### src/rtl/kcg_pkg.sv
// package: shared types and constants of the k-combination generator
package kcg_pkg;

  localparam int VALUE_W    = 32;
  localparam int IDX_W      = 4;
  localparam int OP_W       = 2;
  localparam int POS_W      = 3;
  localparam int SET_SIZE_W = 5;
  localparam int CHOOSE_W   = 4;
  localparam int CFG_IDX_W  = 1;
  localparam int CFG_DATA_W = SET_SIZE_W;

  localparam int DEF_MAX_ELEMENTS = 16;
  localparam int DEF_MAX_CHOOSE   = 8;

  localparam int QUEUE_DEPTH = 2;
  localparam int QPTR_W      = 1;
  localparam int QCNT_W      = 2;

  localparam logic [CFG_IDX_W-1:0] CFG_SET_SIZE = 1'b0;
  localparam logic [CFG_IDX_W-1:0] CFG_CHOOSE   = 1'b1;

  typedef enum logic [OP_W-1:0] {
    OP_LOAD    = 2'd0,
    OP_RESTART = 2'd1,
    OP_NEXT    = 2'd2
  } op_t;

  typedef enum logic [1:0] {
    CMD_LOAD,
    CMD_RESTART,
    CMD_NEXT
  } cmd_kind_t;

  typedef struct packed {
    cmd_kind_t                  kind;
    logic [IDX_W-1:0]           index;
    logic signed [VALUE_W-1:0]  value;
  } cmd_t;

  typedef enum logic [2:0] {
    ST_IDLE,
    ST_CHECK,
    ST_EMIT,
    ST_EXHAUST,
    ST_ADVANCE
  } st_t;

endpackage

### src/rtl/kcg_ifs.sv
// interfaces: request channel and result channel
interface kcg_in_if import kcg_pkg::*; ();
  logic                      valid;
  logic                      ready;
  logic [OP_W-1:0]           operation;
  logic [IDX_W-1:0]          element_index;
  logic signed [VALUE_W-1:0] element_value;

  modport source (output valid, operation, element_index, element_value, input ready);
  modport sink (input valid, operation, element_index, element_value, output ready);
endinterface

interface kcg_out_if import kcg_pkg::*; ();
  logic                      valid;
  logic                      ready;
  logic signed [VALUE_W-1:0] value;
  logic [POS_W-1:0]          position;
  logic                      last_of_combination;
  logic                      exhausted;

  modport source (output valid, value, position, last_of_combination, exhausted,
                  input ready);
  modport sink (input valid, value, position, last_of_combination, exhausted,
                output ready);
endinterface

### src/rtl/kcg_ram.sv
// generic single write port ram with registered read
module kcg_ram #(
  parameter int WIDTH = 32,
  parameter int DEPTH = 16
) (
  input  logic                                    clk,
  input  logic                                    we,
  input  logic [((DEPTH > 1) ? $clog2(DEPTH) : 1)-1:0] waddr,
  input  logic [WIDTH-1:0]                        wdata,
  input  logic                                    re,
  input  logic [((DEPTH > 1) ? $clog2(DEPTH) : 1)-1:0] raddr,
  output logic [WIDTH-1:0]                        rdata
);

  logic [WIDTH-1:0] mem_r [DEPTH];
  logic [WIDTH-1:0] rdata_r;

  always_ff @(posedge clk) begin
    if (we) begin
      mem_r[waddr] <= wdata;
    end
    if (re) begin
      rdata_r <= mem_r[raddr];
    end
  end

  assign rdata = rdata_r;

endmodule

### src/rtl/kcg_front.sv
// front end: accepts requests, drops ignored ones, queues commands
module kcg_front import kcg_pkg::*; #(
  parameter int MAX_ELEMENTS = DEF_MAX_ELEMENTS
) (
  kcg_in_if.sink  in_ch,
  input  logic    q_full,
  output logic    push,
  output cmd_t    push_cmd
);

  logic accept;

  assign in_ch.ready = !q_full;
  assign accept      = in_ch.valid && in_ch.ready;

  always_comb begin
    push           = 1'b0;
    push_cmd.kind  = CMD_NEXT;
    push_cmd.index = in_ch.element_index;
    push_cmd.value = in_ch.element_value;
    case (in_ch.operation)
      OP_LOAD: begin
        push_cmd.kind = CMD_LOAD;
        push          = accept && (int'(in_ch.element_index) < MAX_ELEMENTS);
      end
      OP_RESTART: begin
        push_cmd.kind = CMD_RESTART;
        push          = accept;
      end
      OP_NEXT: begin
        push_cmd.kind = CMD_NEXT;
        push          = accept;
      end
      default: begin
        push = 1'b0;
      end
    endcase
  end

endmodule

### src/rtl/kcg_queue.sv
// short command queue between front end and back end
module kcg_queue import kcg_pkg::*; (
  input  logic clk,
  input  logic rst_n,
  input  logic push,
  input  cmd_t push_cmd,
  output logic full,
  output logic q_vld,
  output cmd_t q_cmd,
  input  logic pop
);

  cmd_t              mem_r [QUEUE_DEPTH];
  logic [QPTR_W-1:0] wptr_r, wptr_nxt;
  logic [QPTR_W-1:0] rptr_r, rptr_nxt;
  logic [QCNT_W-1:0] cnt_r, cnt_nxt;

  assign full  = (cnt_r == QCNT_W'(QUEUE_DEPTH));
  assign q_vld = (cnt_r != '0);
  assign q_cmd = mem_r[rptr_r];

  always_comb begin
    wptr_nxt = push ? wptr_r + QPTR_W'(1) : wptr_r;
    rptr_nxt = pop ? rptr_r + QPTR_W'(1) : rptr_r;
    cnt_nxt  = cnt_r + QCNT_W'(push) - QCNT_W'(pop);
  end

  always_ff @(posedge clk) begin
    if (!rst_n) begin
      wptr_r <= '0;
      rptr_r <= '0;
      cnt_r  <= '0;
    end else begin
      wptr_r <= wptr_nxt;
      rptr_r <= rptr_nxt;
      cnt_r  <= cnt_nxt;
    end
  end

  always_ff @(posedge clk) begin
    if (push) begin
      mem_r[wptr_r] <= push_cmd;
    end
  end

endmodule

### src/rtl/kcg_back.sv
// back end: executes commands, walks and advances the combination cursor
module kcg_back import kcg_pkg::*; #(
  parameter int MAX_ELEMENTS = DEF_MAX_ELEMENTS,
  parameter int MAX_CHOOSE   = DEF_MAX_CHOOSE
) (
  input  logic                                 clk,
  input  logic                                 rst_n,
  input  logic [$clog2(MAX_ELEMENTS + 1)-1:0]  n_eff,
  input  logic [$clog2(MAX_CHOOSE + 1)-1:0]    k_eff,
  input  logic                                 q_vld,
  input  cmd_t                                 q_cmd,
  output logic                                 q_pop,
  kcg_out_if.source                            out_ch
);

  localparam int AW   = (MAX_ELEMENTS > 1) ? $clog2(MAX_ELEMENTS) : 1;
  localparam int KW   = $clog2(MAX_CHOOSE + 1);
  localparam int SW   = (MAX_CHOOSE > 1) ? $clog2(MAX_CHOOSE) : 1;
  localparam int CMAX = (MAX_ELEMENTS > MAX_CHOOSE) ? MAX_ELEMENTS : MAX_CHOOSE;
  localparam int CW   = $clog2(CMAX + 1);

  st_t                       st_r, st_nxt;
  logic [CW-1:0]             cur_r [MAX_CHOOSE];
  logic [CW-1:0]             cur_nxt [MAX_CHOOSE];
  logic                      done_r, done_nxt;
  logic [KW-1:0]             rd_pos_r, rd_pos_nxt;
  logic                      d_vld_r, d_vld_nxt;
  logic [KW-1:0]             d_pos_r, d_pos_nxt;
  logic                      out_vld_r, out_vld_nxt;
  logic signed [VALUE_W-1:0] out_val_r, out_val_nxt;
  logic [POS_W-1:0]          out_pos_r, out_pos_nxt;
  logic                      out_last_r, out_last_nxt;
  logic                      out_exh_r, out_exh_nxt;

  logic                      cur_ok;
  logic                      adv_found;
  logic [SW-1:0]             adv_sel;
  logic [CW-1:0]             adv_base;
  logic                      out_free;
  logic                      take;
  logic                      issue;
  logic                      emit_end;
  logic                      ram_we;
  logic [AW-1:0]             ram_raddr;
  logic [VALUE_W-1:0]        ram_rdata;

  kcg_ram #(
    .WIDTH (VALUE_W),
    .DEPTH (MAX_ELEMENTS)
  ) u_store (
    .clk   (clk),
    .we    (ram_we),
    .waddr (AW'(q_cmd.index)),
    .wdata (q_cmd.value),
    .re    (issue),
    .raddr (ram_raddr),
    .rdata (ram_rdata)
  );

  // cursor check: k not above n, cursor ascending and below n
  always_comb begin
    cur_ok = (int'(k_eff) <= int'(n_eff));
    for (int i = 0; i < MAX_CHOOSE; i++) begin
      if (i < int'(k_eff) && int'(cur_r[i]) >= int'(n_eff)) begin
        cur_ok = 1'b0;
      end
    end
    for (int i = 1; i < MAX_CHOOSE; i++) begin
      if (i < int'(k_eff) && cur_r[i] <= cur_r[i-1]) begin
        cur_ok = 1'b0;
      end
    end
  end

  // rightmost index that can still move
  always_comb begin
    adv_found = 1'b0;
    adv_sel   = '0;
    for (int p = 0; p < MAX_CHOOSE; p++) begin
      if (p < int'(k_eff) && int'(cur_r[p]) + int'(k_eff) < int'(n_eff) + p) begin
        adv_found = 1'b1;
        adv_sel   = SW'(p);
      end
    end
    adv_base = cur_r[adv_sel] + CW'(1);
  end

  assign out_free  = !out_vld_r || out_ch.ready;
  assign q_pop     = (st_r == ST_IDLE) && q_vld;
  assign ram_we    = q_pop && (q_cmd.kind == CMD_LOAD);
  assign take      = (st_r == ST_EMIT) && d_vld_r && out_free;
  assign issue     = (st_r == ST_EMIT) && (rd_pos_r < k_eff) && (!d_vld_r || take);
  assign emit_end  = (st_r == ST_EMIT) && (rd_pos_r == k_eff) && (!d_vld_r || take);
  assign ram_raddr = AW'(cur_r[rd_pos_r[SW-1:0]]);

  always_comb begin
    st_nxt = st_r;
    case (st_r)
      ST_IDLE: begin
        if (q_pop && q_cmd.kind == CMD_NEXT) begin
          st_nxt = ST_CHECK;
        end
      end
      ST_CHECK: begin
        st_nxt = (done_r || !cur_ok) ? ST_EXHAUST : ST_EMIT;
      end
      ST_EXHAUST: begin
        if (out_free) begin
          st_nxt = ST_IDLE;
        end
      end
      ST_EMIT: begin
        if (emit_end) begin
          st_nxt = ST_ADVANCE;
        end
      end
      ST_ADVANCE: begin
        st_nxt = ST_IDLE;
      end
      default: begin
        st_nxt = ST_IDLE;
      end
    endcase
  end

  always_comb begin
    cur_nxt      = cur_r;
    done_nxt     = done_r;
    rd_pos_nxt   = rd_pos_r;
    d_vld_nxt    = d_vld_r;
    d_pos_nxt    = d_pos_r;
    out_vld_nxt  = out_vld_r && !out_ch.ready;
    out_val_nxt  = out_val_r;
    out_pos_nxt  = out_pos_r;
    out_last_nxt = out_last_r;
    out_exh_nxt  = out_exh_r;
    case (st_r)
      ST_IDLE: begin
        if (q_pop && q_cmd.kind == CMD_RESTART) begin
          for (int i = 0; i < MAX_CHOOSE; i++) begin
            cur_nxt[i] = CW'(i);
          end
          done_nxt = 1'b0;
        end
      end
      ST_CHECK: begin
        rd_pos_nxt = '0;
        d_vld_nxt  = 1'b0;
        if (done_r || !cur_ok) begin
          done_nxt = 1'b1;
        end
      end
      ST_EXHAUST: begin
        if (out_free) begin
          out_vld_nxt  = 1'b1;
          out_val_nxt  = '0;
          out_pos_nxt  = '0;
          out_last_nxt = 1'b0;
          out_exh_nxt  = 1'b1;
        end
      end
      ST_EMIT: begin
        if (take) begin
          out_vld_nxt  = 1'b1;
          out_val_nxt  = ram_rdata;
          out_pos_nxt  = POS_W'(d_pos_r);
          out_last_nxt = (d_pos_r + KW'(1) == k_eff);
          out_exh_nxt  = 1'b0;
          d_vld_nxt    = 1'b0;
        end
        if (issue) begin
          d_vld_nxt  = 1'b1;
          d_pos_nxt  = rd_pos_r;
          rd_pos_nxt = rd_pos_r + KW'(1);
        end
      end
      ST_ADVANCE: begin
        if (adv_found) begin
          for (int j = 0; j < MAX_CHOOSE; j++) begin
            if (j > int'(adv_sel) && j < int'(k_eff)) begin
              cur_nxt[j] = CW'(int'(adv_base) + j - int'(adv_sel));
            end
          end
          cur_nxt[adv_sel] = adv_base;
        end else begin
          done_nxt = 1'b1;
        end
      end
      default: begin
        done_nxt = done_r;
      end
    endcase
  end

  always_ff @(posedge clk) begin
    if (!rst_n) begin
      st_r      <= ST_IDLE;
      done_r    <= 1'b0;
      rd_pos_r  <= '0;
      d_vld_r   <= 1'b0;
      d_pos_r   <= '0;
      out_vld_r <= 1'b0;
      for (int i = 0; i < MAX_CHOOSE; i++) begin
        cur_r[i] <= CW'(i);
      end
    end else begin
      st_r      <= st_nxt;
      done_r    <= done_nxt;
      rd_pos_r  <= rd_pos_nxt;
      d_vld_r   <= d_vld_nxt;
      d_pos_r   <= d_pos_nxt;
      out_vld_r <= out_vld_nxt;
      cur_r     <= cur_nxt;
    end
  end

  always_ff @(posedge clk) begin
    out_val_r  <= out_val_nxt;
    out_pos_r  <= out_pos_nxt;
    out_last_r <= out_last_nxt;
    out_exh_r  <= out_exh_nxt;
  end

  assign out_ch.valid               = out_vld_r;
  assign out_ch.value               = out_val_r;
  assign out_ch.position            = out_pos_r;
  assign out_ch.last_of_combination = out_last_r;
  assign out_ch.exhausted           = out_exh_r;

  a_load_only_when_free: assert property (@(posedge clk) disable iff (!rst_n)
    (take || (st_r == ST_EXHAUST && out_free)) |-> (!out_vld_r || out_ch.ready))
    else $error("result register overwritten while stalled");

  a_pop_only_idle: assert property (@(posedge clk) disable iff (!rst_n)
    q_pop |-> (st_r == ST_IDLE))
    else $error("queue popped outside idle");

  a_pending_in_range: assert property (@(posedge clk) disable iff (!rst_n)
    d_vld_r |-> (d_pos_r < k_eff && st_r == ST_EMIT))
    else $error("pending read position out of range");

  a_emit_ends_in_advance: assert property (@(posedge clk) disable iff (!rst_n)
    emit_end |=> (st_r == ST_ADVANCE && !d_vld_r))
    else $error("emission did not end in cursor advance");

endmodule

### src/rtl/k_combination_generator.sv
// top level: k-combination generator with config registers, front end, queue, back end
//
// requests arrive on in_ch: load writes element_value at element_index, restart
// sets the cursor to 0,1,2,... and next emits the current combination.
// results leave on out_ch: a next request gives k results (value, position,
// last_of_combination marked on the final one) or a single exhausted result.
// set_size and choose_count must be written on the cfg port only while the block
// is idle; the block itself does not enforce this. the back end finishes a load
// or restart request at its pop; a next request runs through pop, cursor check,
// k element reads from the element memory's single read port plus a drain of the
// last read, and a cursor advance; a next request that finds no combination
// left runs through pop, check and an exhausted result.
// a two-entry queue lets in_ch keep accepting while the back end works.
// when out_ch stalls the result register holds and the back end waits;
// once the queue is full in_ch.ready drops.
// reset (rst_n low, synchronous) empties the queue, sets the cursor to
// 0,1,2,..., clears the exhausted state and sets both registers to 1.
// element memory contents are not cleared; load an entry before it is read.
module k_combination_generator import kcg_pkg::*; #(
  parameter int MAX_ELEMENTS = DEF_MAX_ELEMENTS,
  parameter int MAX_CHOOSE   = DEF_MAX_CHOOSE
) (
  input  logic                  clk,
  input  logic                  rst_n,
  input  logic                  cfg_we,
  input  logic [CFG_IDX_W-1:0]  cfg_index,
  input  logic [CFG_DATA_W-1:0] cfg_data,
  kcg_in_if.sink                in_ch,
  kcg_out_if.source             out_ch
);

  localparam int NW = $clog2(MAX_ELEMENTS + 1);
  localparam int KW = $clog2(MAX_CHOOSE + 1);

  logic [SET_SIZE_W-1:0] set_size_r, set_size_nxt;
  logic [CHOOSE_W-1:0]   choose_r, choose_nxt;
  logic [NW-1:0]         n_eff;
  logic [KW-1:0]         k_eff;
  logic                  push;
  cmd_t                  push_cmd;
  logic                  q_full;
  logic                  q_vld;
  cmd_t                  q_cmd;
  logic                  q_pop;

  always_comb begin
    set_size_nxt = set_size_r;
    choose_nxt   = choose_r;
    if (cfg_we) begin
      case (cfg_index)
        CFG_SET_SIZE: set_size_nxt = cfg_data;
        CFG_CHOOSE:   choose_nxt   = cfg_data[CHOOSE_W-1:0];
        default:      set_size_nxt = set_size_r;
      endcase
    end
  end

  always_ff @(posedge clk) begin
    if (!rst_n) begin
      set_size_r <= SET_SIZE_W'(1);
      choose_r   <= CHOOSE_W'(1);
    end else begin
      set_size_r <= set_size_nxt;
      choose_r   <= choose_nxt;
    end
  end

  // saturate registers to the supported range
  always_comb begin
    if (set_size_r == '0) begin
      n_eff = NW'(1);
    end else if (int'(set_size_r) > MAX_ELEMENTS) begin
      n_eff = NW'(MAX_ELEMENTS);
    end else begin
      n_eff = NW'(set_size_r);
    end
    if (choose_r == '0) begin
      k_eff = KW'(1);
    end else if (int'(choose_r) > MAX_CHOOSE) begin
      k_eff = KW'(MAX_CHOOSE);
    end else begin
      k_eff = KW'(choose_r);
    end
  end

  kcg_front #(
    .MAX_ELEMENTS (MAX_ELEMENTS)
  ) u_front (
    .in_ch    (in_ch),
    .q_full   (q_full),
    .push     (push),
    .push_cmd (push_cmd)
  );

  kcg_queue u_queue (
    .clk      (clk),
    .rst_n    (rst_n),
    .push     (push),
    .push_cmd (push_cmd),
    .full     (q_full),
    .q_vld    (q_vld),
    .q_cmd    (q_cmd),
    .pop      (q_pop)
  );

  kcg_back #(
    .MAX_ELEMENTS (MAX_ELEMENTS),
    .MAX_CHOOSE   (MAX_CHOOSE)
  ) u_back (
    .clk    (clk),
    .rst_n  (rst_n),
    .n_eff  (n_eff),
    .k_eff  (k_eff),
    .q_vld  (q_vld),
    .q_cmd  (q_cmd),
    .q_pop  (q_pop),
    .out_ch (out_ch)
  );

endmodule

### src/flat_wrapper.sv
// flat-port wrapper written by rule: the top's interface ports become plain ports
module k_combination_generator_flat import kcg_pkg::*;
#(
  parameter int MAX_ELEMENTS = DEF_MAX_ELEMENTS,
  parameter int MAX_CHOOSE   = DEF_MAX_CHOOSE
)
  (clk, rst_n, cfg_we, cfg_index, cfg_data, in_ch_valid, in_ch_operation, in_ch_element_index, in_ch_element_value, in_ch_ready, out_ch_valid, out_ch_value, out_ch_position, out_ch_last_of_combination, out_ch_exhausted, out_ch_ready);
  kcg_in_if in_ch_i ();
  kcg_out_if out_ch_i ();
  input  logic clk;
  input  logic rst_n;
  input  logic cfg_we;
  input  logic [CFG_IDX_W-1:0] cfg_index;
  input  logic [CFG_DATA_W-1:0] cfg_data;
  input wire logic [$bits(in_ch_i.valid)-1:0] in_ch_valid;
  input wire logic [$bits(in_ch_i.operation)-1:0] in_ch_operation;
  input wire logic [$bits(in_ch_i.element_index)-1:0] in_ch_element_index;
  input wire logic [$bits(in_ch_i.element_value)-1:0] in_ch_element_value;
  output wire logic [$bits(in_ch_i.ready)-1:0] in_ch_ready;
  output wire logic [$bits(out_ch_i.valid)-1:0] out_ch_valid;
  output wire logic [$bits(out_ch_i.value)-1:0] out_ch_value;
  output wire logic [$bits(out_ch_i.position)-1:0] out_ch_position;
  output wire logic [$bits(out_ch_i.last_of_combination)-1:0] out_ch_last_of_combination;
  output wire logic [$bits(out_ch_i.exhausted)-1:0] out_ch_exhausted;
  input wire logic [$bits(out_ch_i.ready)-1:0] out_ch_ready;
  assign in_ch_i.valid = in_ch_valid;
  assign in_ch_i.operation = in_ch_operation;
  assign in_ch_i.element_index = in_ch_element_index;
  assign in_ch_i.element_value = in_ch_element_value;
  assign in_ch_ready = in_ch_i.ready;
  assign out_ch_valid = out_ch_i.valid;
  assign out_ch_value = out_ch_i.value;
  assign out_ch_position = out_ch_i.position;
  assign out_ch_last_of_combination = out_ch_i.last_of_combination;
  assign out_ch_exhausted = out_ch_i.exhausted;
  assign out_ch_i.ready = out_ch_ready;
  k_combination_generator #(.MAX_ELEMENTS(MAX_ELEMENTS), .MAX_CHOOSE(MAX_CHOOSE)) u_core (.clk(clk), .rst_n(rst_n), .cfg_we(cfg_we), .cfg_index(cfg_index), .cfg_data(cfg_data), .in_ch(in_ch_i), .out_ch(out_ch_i));
endmodule
### config.mk
export PLATFORM = sky130hd
export DESIGN_NAME = k_combination_generator_flat
export DESIGN_NICKNAME = d
export VERILOG_FILES = /design/src/rtl/kcg_pkg.sv /design/src/rtl/kcg_ifs.sv /design/src/rtl/kcg_ram.sv /design/src/rtl/kcg_front.sv /design/src/rtl/kcg_queue.sv /design/src/rtl/kcg_back.sv /design/src/rtl/k_combination_generator.sv /design/src/flat_wrapper.sv
export SDC_FILE = /design/constraint.sdc
export NUM_CORES = 1
export LEC_CHECK = 0
export BUFFER_PORTS_ARGS = -buffer_cell sky130_fd_sc_hd__buf_2
export CAP_MARGIN = 5
export CORE_ASPECT_RATIO = 0.6
export CORE_UTILIZATION = 50
export CTS_CLUSTER_DIAMETER = 50
export DETAILED_ROUTE_END_ITERATION = 10
export GPL_ROUTABILITY_DRIVEN = 0
export PLACE_DENSITY_LB_ADDON = 0.15
export SETUP_SLACK_MARGIN = 0.3
export SYNTH_ARGS = -nofsm -noshare
export SYNTH_HDL_FRONTEND = slang
export SYNTH_SLANG_ARGS = --single-unit
export TNS_END_PERCENT = 100
### constraint.sdc
create_clock -name clk -period 8.9 [get_ports clk]
set_clock_uncertainty 0.2 [all_clocks]
set_input_delay 2.225 -clock clk [delete_from_list [all_inputs] [get_ports clk]]
set_output_delay 2.225 -clock clk [all_outputs]
set_load 0.1 [all_outputs]
==> impl_metrics.prom <==
# TYPE chip_impl_metric gauge
chip_impl_info{name="status",value="finished clean"} 1
chip_impl_metric{name="ys.warnings.count",unit=""} 0
chip_impl_metric{name="grt_antenna_before_repair",unit=""} 2
chip_impl_metric{name="ys_seq_elements",unit=""} 725
chip_impl_metric{name="grt_util_overall",unit=""} 0.269
chip_impl_metric{name="num_io_pins",unit=""} 88
chip_impl_metric{name="io_buffers",unit=""} 87
chip_impl_metric{name="wl_per_cell",unit="um"} 26.0
chip_impl_metric{name="number_of_enable_type_register_cells_in_the_synthesized_netlist",unit=""} 657
chip_impl_metric{name="period_share",unit=""} 0.931
chip_impl_metric{name="dp_hpwl",unit="mm"} 58.3
chip_impl_metric{name="timing.slew.headroom",unit=""} 0.0383
chip_impl_metric{name="cts_buffers",unit=""} 69
chip_impl_info{name="rsz0062_at_grt",value="false"} 1
chip_impl_metric{name="mappedNetlistArea",unit="mm^2"} 0.0344
chip_impl_info{name="r2r_end",value="u_core.u_back.cur_r[14]$_SDFFE_PN0P_"} 1
chip_impl_metric{name="worst-slew-pin-transition",unit="ns"} 1.43
chip_impl_info{name="timing.setup.critical_path_class",value="register to register"} 1
chip_impl_metric{name="die_area",unit="mm^2"} 0.0699
chip_impl_info{name="synth_top_cell_by_area",value="edfxtp_1"} 1
chip_impl_metric{name="clk_pin_slew",unit="ns"} 0.07
chip_impl_metric{name="numClockSinks",unit=""} 725
chip_impl_info{name="synth_area_leaders",value="edfxtp_1 (57%), ha_1 (6.9%), mux2i_1 (4.3%)"} 1
chip_impl_metric{name="design.core.area",unit="mm^2"} 0.0681
chip_impl_metric{name="drt_drc_violations_left",unit=""} 0
chip_impl_metric{name="finished_core_util",unit=""} 0.566
chip_impl_metric{name="routed_wl",unit="mm"} 93.8
chip_impl_metric{name="timing.critical_path.slowest_cell_delay",unit="ns"} 0.68
chip_impl_metric{name="vias_in_the_first_global_route",unit=""} 21100
chip_impl_metric{name="synth_cell_types",unit=""} 81
chip_impl_metric{name="cts.htree.levels",unit=""} 3
chip_impl_metric{name="effective_utilization_at_floorplan",unit=""} 0.505
chip_impl_metric{name="detail_route.first_pass.iterations",unit=""} 7
chip_impl_metric{name="ys_seq_area_frac",unit=""} 0.613
chip_impl_metric{name="cts.repair_timing.setup_buffer_count",unit=""} 0
chip_impl_metric{name="area.growth.synth_to_final",unit="%"} 12.0
chip_impl_info{name="worst_hold_path_type",value="register to register"} 1
chip_impl_metric{name="vias_per_cell",unit=""} 6.14
chip_impl_metric{name="setup_tns",unit="ns"} 0
chip_impl_metric{name="drt_iter0_drc",unit=""} 2698
chip_impl_metric{name="power.density_cell_area",unit="mW/mm^2"} 237
chip_impl_info{name="worst_setup_path_start_kind",value="register"} 1
chip_impl_metric{name="maxCapViolations",unit=""} 0
chip_impl_metric{name="clockBufferDepth",unit=""} 3
chip_impl_metric{name="path_max_fanout",unit=""} 13
chip_impl_metric{name="vias",unit=""} 22200
chip_impl_info{name="cts_tree",value="built"} 1
chip_impl_metric{name="rrSetupSlack",unit="ns"} 0.62
chip_impl_info{name="worst_hold_startpoint",value="u_core.u_back.u_store.rdata[5]$_DFFE_PP_"} 1
chip_impl_metric{name="min_delay_path_depth",unit=""} 1
chip_impl_metric{name="synth_cells",unit=""} 2533
chip_impl_metric{name="route.antenna.remaining_nets",unit=""} 0
chip_impl_info{name="worst_path_max_delay_cell",value="nor2b_1"} 1
chip_impl_info{name="cts_root_buf",value="clkbuf_16"} 1
chip_impl_metric{name="cts_hold_buffers",unit=""} 0
chip_impl_metric{name="fin_worst_hold_slack",unit="ns"} 0.316
chip_impl_metric{name="cts_repair_resize_count",unit=""} 0
chip_impl_metric{name="grt_start_max_net_pins",unit=""} 131
chip_impl_metric{name="avgSynthCellArea",unit="um^2"} 13.6
chip_impl_metric{name="arrival",unit="ns"} 8.55
chip_impl_metric{name="fmax",unit="GHz"} 0.121
chip_impl_metric{name="fin_nets",unit=""} 2890
chip_impl_info{name="hold_path_end",value="u_core.u_back.out_ch.value[5]$_SDFFCE_PN0P_"} 1
chip_impl_info{name="predominant_post_synthesis_flop_cell",value="edfxtp_1"} 1
chip_impl_metric{name="clkLatencyLatePin",unit="ns"} 0.63
chip_impl_metric{name="vdd_drop_max",unit="mV"} 0.195
chip_impl_metric{name="netlist.area_leader.share",unit=""} 0.574
chip_impl_metric{name="drive_gt1_frac",unit=""} 0.142
chip_impl_metric{name="worstPathRequired",unit="ns"} 9.17
chip_impl_info{name="worst_setup_path_end_kind",value="register"} 1
chip_impl_metric{name="global_route_wire_length_before_repair",unit="mm"} 137
chip_impl_metric{name="floorplan.die.width",unit="um"} 341
chip_impl_metric{name="reg2regPathDepth",unit=""} 28
chip_impl_metric{name="design_power_total",unit="mW"} 9.12
chip_impl_info{name="worstReg2RegStart",value="u_core.set_size_r[4]$_SDFFE_PN0P_"} 1
chip_impl_metric{name="hold_viol_final",unit=""} 0
chip_impl_metric{name="placementRows",unit=""} 74
chip_impl_metric{name="die-height",unit="um"} 205
chip_impl_metric{name="asyncSetResetFlopFracSynth",unit=""} 0
chip_impl_metric{name="min_period",unit="ns"} 8.28
chip_impl_metric{name="power.static_leakage",unit="nW"} 14.6
chip_impl_metric{name="timing.final.max_slew_violations",unit=""} 0
chip_impl_metric{name="grt_remaining_overflow",unit=""} 0
chip_impl_metric{name="setup_violations",unit=""} 0
-- synth_stat cells (all sizes together) (6+ instances only) --
cell / n
a21o: 39
o21a: 23
clkbuf: 86
a211o: 7
o22ai: 14
nor3: 19
a221oi: 8
fa: 9
o221ai: 6
nor2b: 35
a211oi: 106
o31ai: 6
and2: 102
nand2: 194
mux4: 41
a311oi: 34
nand3: 29
o21ai: 52
xor2: 17
o211ai: 15
mux2i: 149
mux2: 38
a21oi: 113
a22oi: 20
xnor2: 47
or3: 7
ha: 189
dfxtp: 68
a32oi: 6
a31oi: 47
inv: 96
and3: 7
buf: 38
nand2b: 21
nand4: 6
edfxtp: 657
nor2: 119
-- cells in the final DEF (no fill, tap or decap), types with 15 or more instances in the layout --
cell type and n:
clkbuf_16 72, and2_1 101, mux4_2 41, mux2_2 37
a21o_1 39, nor2_4 19, nand2_1 194, clkbuf_1 20
dfxtp_1 67, nor3_1 19, nor2_1 100, o21ai_0 47
o211ai_1 15, inv_1 93, mux2i_1 145, edfxtp_1 657
buf_4 69, buf_2 87, xnor2_1 46, ha_1 189
a211oi_1 103, xor2_1 17, a21oi_1 111, nand2b_1 21
o21a_1 23, nor2b_1 34, nand3_1 29, a31oi_1 47
a311oi_1 33, a22oi_1 20
-- worst max path at each step --
stage | startpoint | end | slack (ns) | depth (start not counted)
6_report | u_core.set_size_r[4]$_SDFFE_PN0P_ | u_core.u_back.cur_r[14]$_SDFFE_PN0P_ | 0.62 | 28
5_1_grt | u_core.set_size_r[4]$_SDFFE_PN0P_ | u_core.u_back.cur_r[13]$_SDFFE_PN0P_ | 0.36 | 28
4_1_cts | u_core.choose_r[3]$_SDFFE_PN0P_ | u_core.u_back.cur_r[13]$_SDFFE_PN0P_ | 0.93 | 30
3_5_place_dp | u_core.choose_r[3]$_SDFFE_PN0P_ | u_core.u_back.cur_r[13]$_SDFFE_PN0P_ | 0.97 | 30
3_3_place_gp | u_core.set_size_r[4]$_SDFFE_PN0P_ | u_core.u_back.cur_r[3]$_SDFFE_PN0P_ | 1.25 | 29
2_1_floorplan | u_core.choose_r[3]$_SDFFE_PN0P_ | u_core.u_back.cur_r[3]$_SDFFE_PN0P_ | 1.55 | 32
-- critical path, delay by kind of cell, from the launching register on --
kind	cells	cell delay (ns)
AO/OA/AOI/OAI	8	1.31
XOR/XNOR	3	0.79
AND/OR/NAND/NOR	6	2.37
flip-flops	1	0.49
adder cells (fa/ha/maj)	5	1.74
buffers and inverters	6	1.23
-- power by group --
group	total (mW)	internal, mW	switching [mW]
Clock	2.95	1.67	1.28
Combinational	2.00	0.661	1.34
Sequential	4.17	4.09	0.0775
Total	9.12	6.42	2.70
-- registers in the layout, indices dropped and copies added (netlist names), 4 cells and up, named ones only --
signal / flops
u_core.u_back.d_pos_r: 4
u_core.u_back.u_store.rdata: 32
u_core.u_queue.mem_r: 76
u_core.u_back.u_store.mem_r: 512
u_core.u_back.cur_r: 40
u_core.u_back.out_ch.value: 32
u_core.choose_r: 4
u_core.u_back.rd_pos_r: 4
u_core.set_size_r: 5
-- routing by layer --
| layer | up-vias | GRT usage | part of all wire |
|---|---|---|---|
| met5 | - | 0 | 0 |
| met4 | 0 | 0.0653 | 0.021 |
| met3 | 132 | 0.0899 | 0.12 |
| met2 | 1044 | 0.359 | 0.39 |
| met1 | 11100 | 0.414 | 0.47 |
| li1 | 9913 | - | - |
-- area by class of cell --
| type | instances | area, um^2 |
|---|---|---|
| fillers | 5425 | 29500 |
| flip-flops and latches | 725 | 21100 |
| multi-input cells | 1593 | 12700 |
| clock buffers | 94 | 1900 |
| well taps | 912 | 1140 |
| repair buffers | 157 | 973 |
| inverters | 97 | 364 |
| clock inverters | 30 | 345 |
| diodes | 3 | 7.51 |
-- cell families after synthesis --
kind of cell / synth area share
buffers and inverters: 0.0244
AO/OA/AOI/OAI: 0.109
multiplexers: 0.0826
adder cells (fa/ha/maj): 0.0740
flip-flops: 0.613
AND/OR/NAND/NOR: 0.0785
other: 0.000109
XOR/XNOR: 0.0185
-- through the flow --
stage	cells	instance area [um^2]	setup WS (ns)
2_1_floorplan	2539	34400	1.55
3_3_place_gp	3484	36300	1.25
3_5_place_dp	3484	36300	0.973
4_1_cts	3608	38500	0.933
5_1_grt	3610	38500	0.355
6_report	3611	38500	0.617
Note: power is estimated with default switching activity, not from simulation.
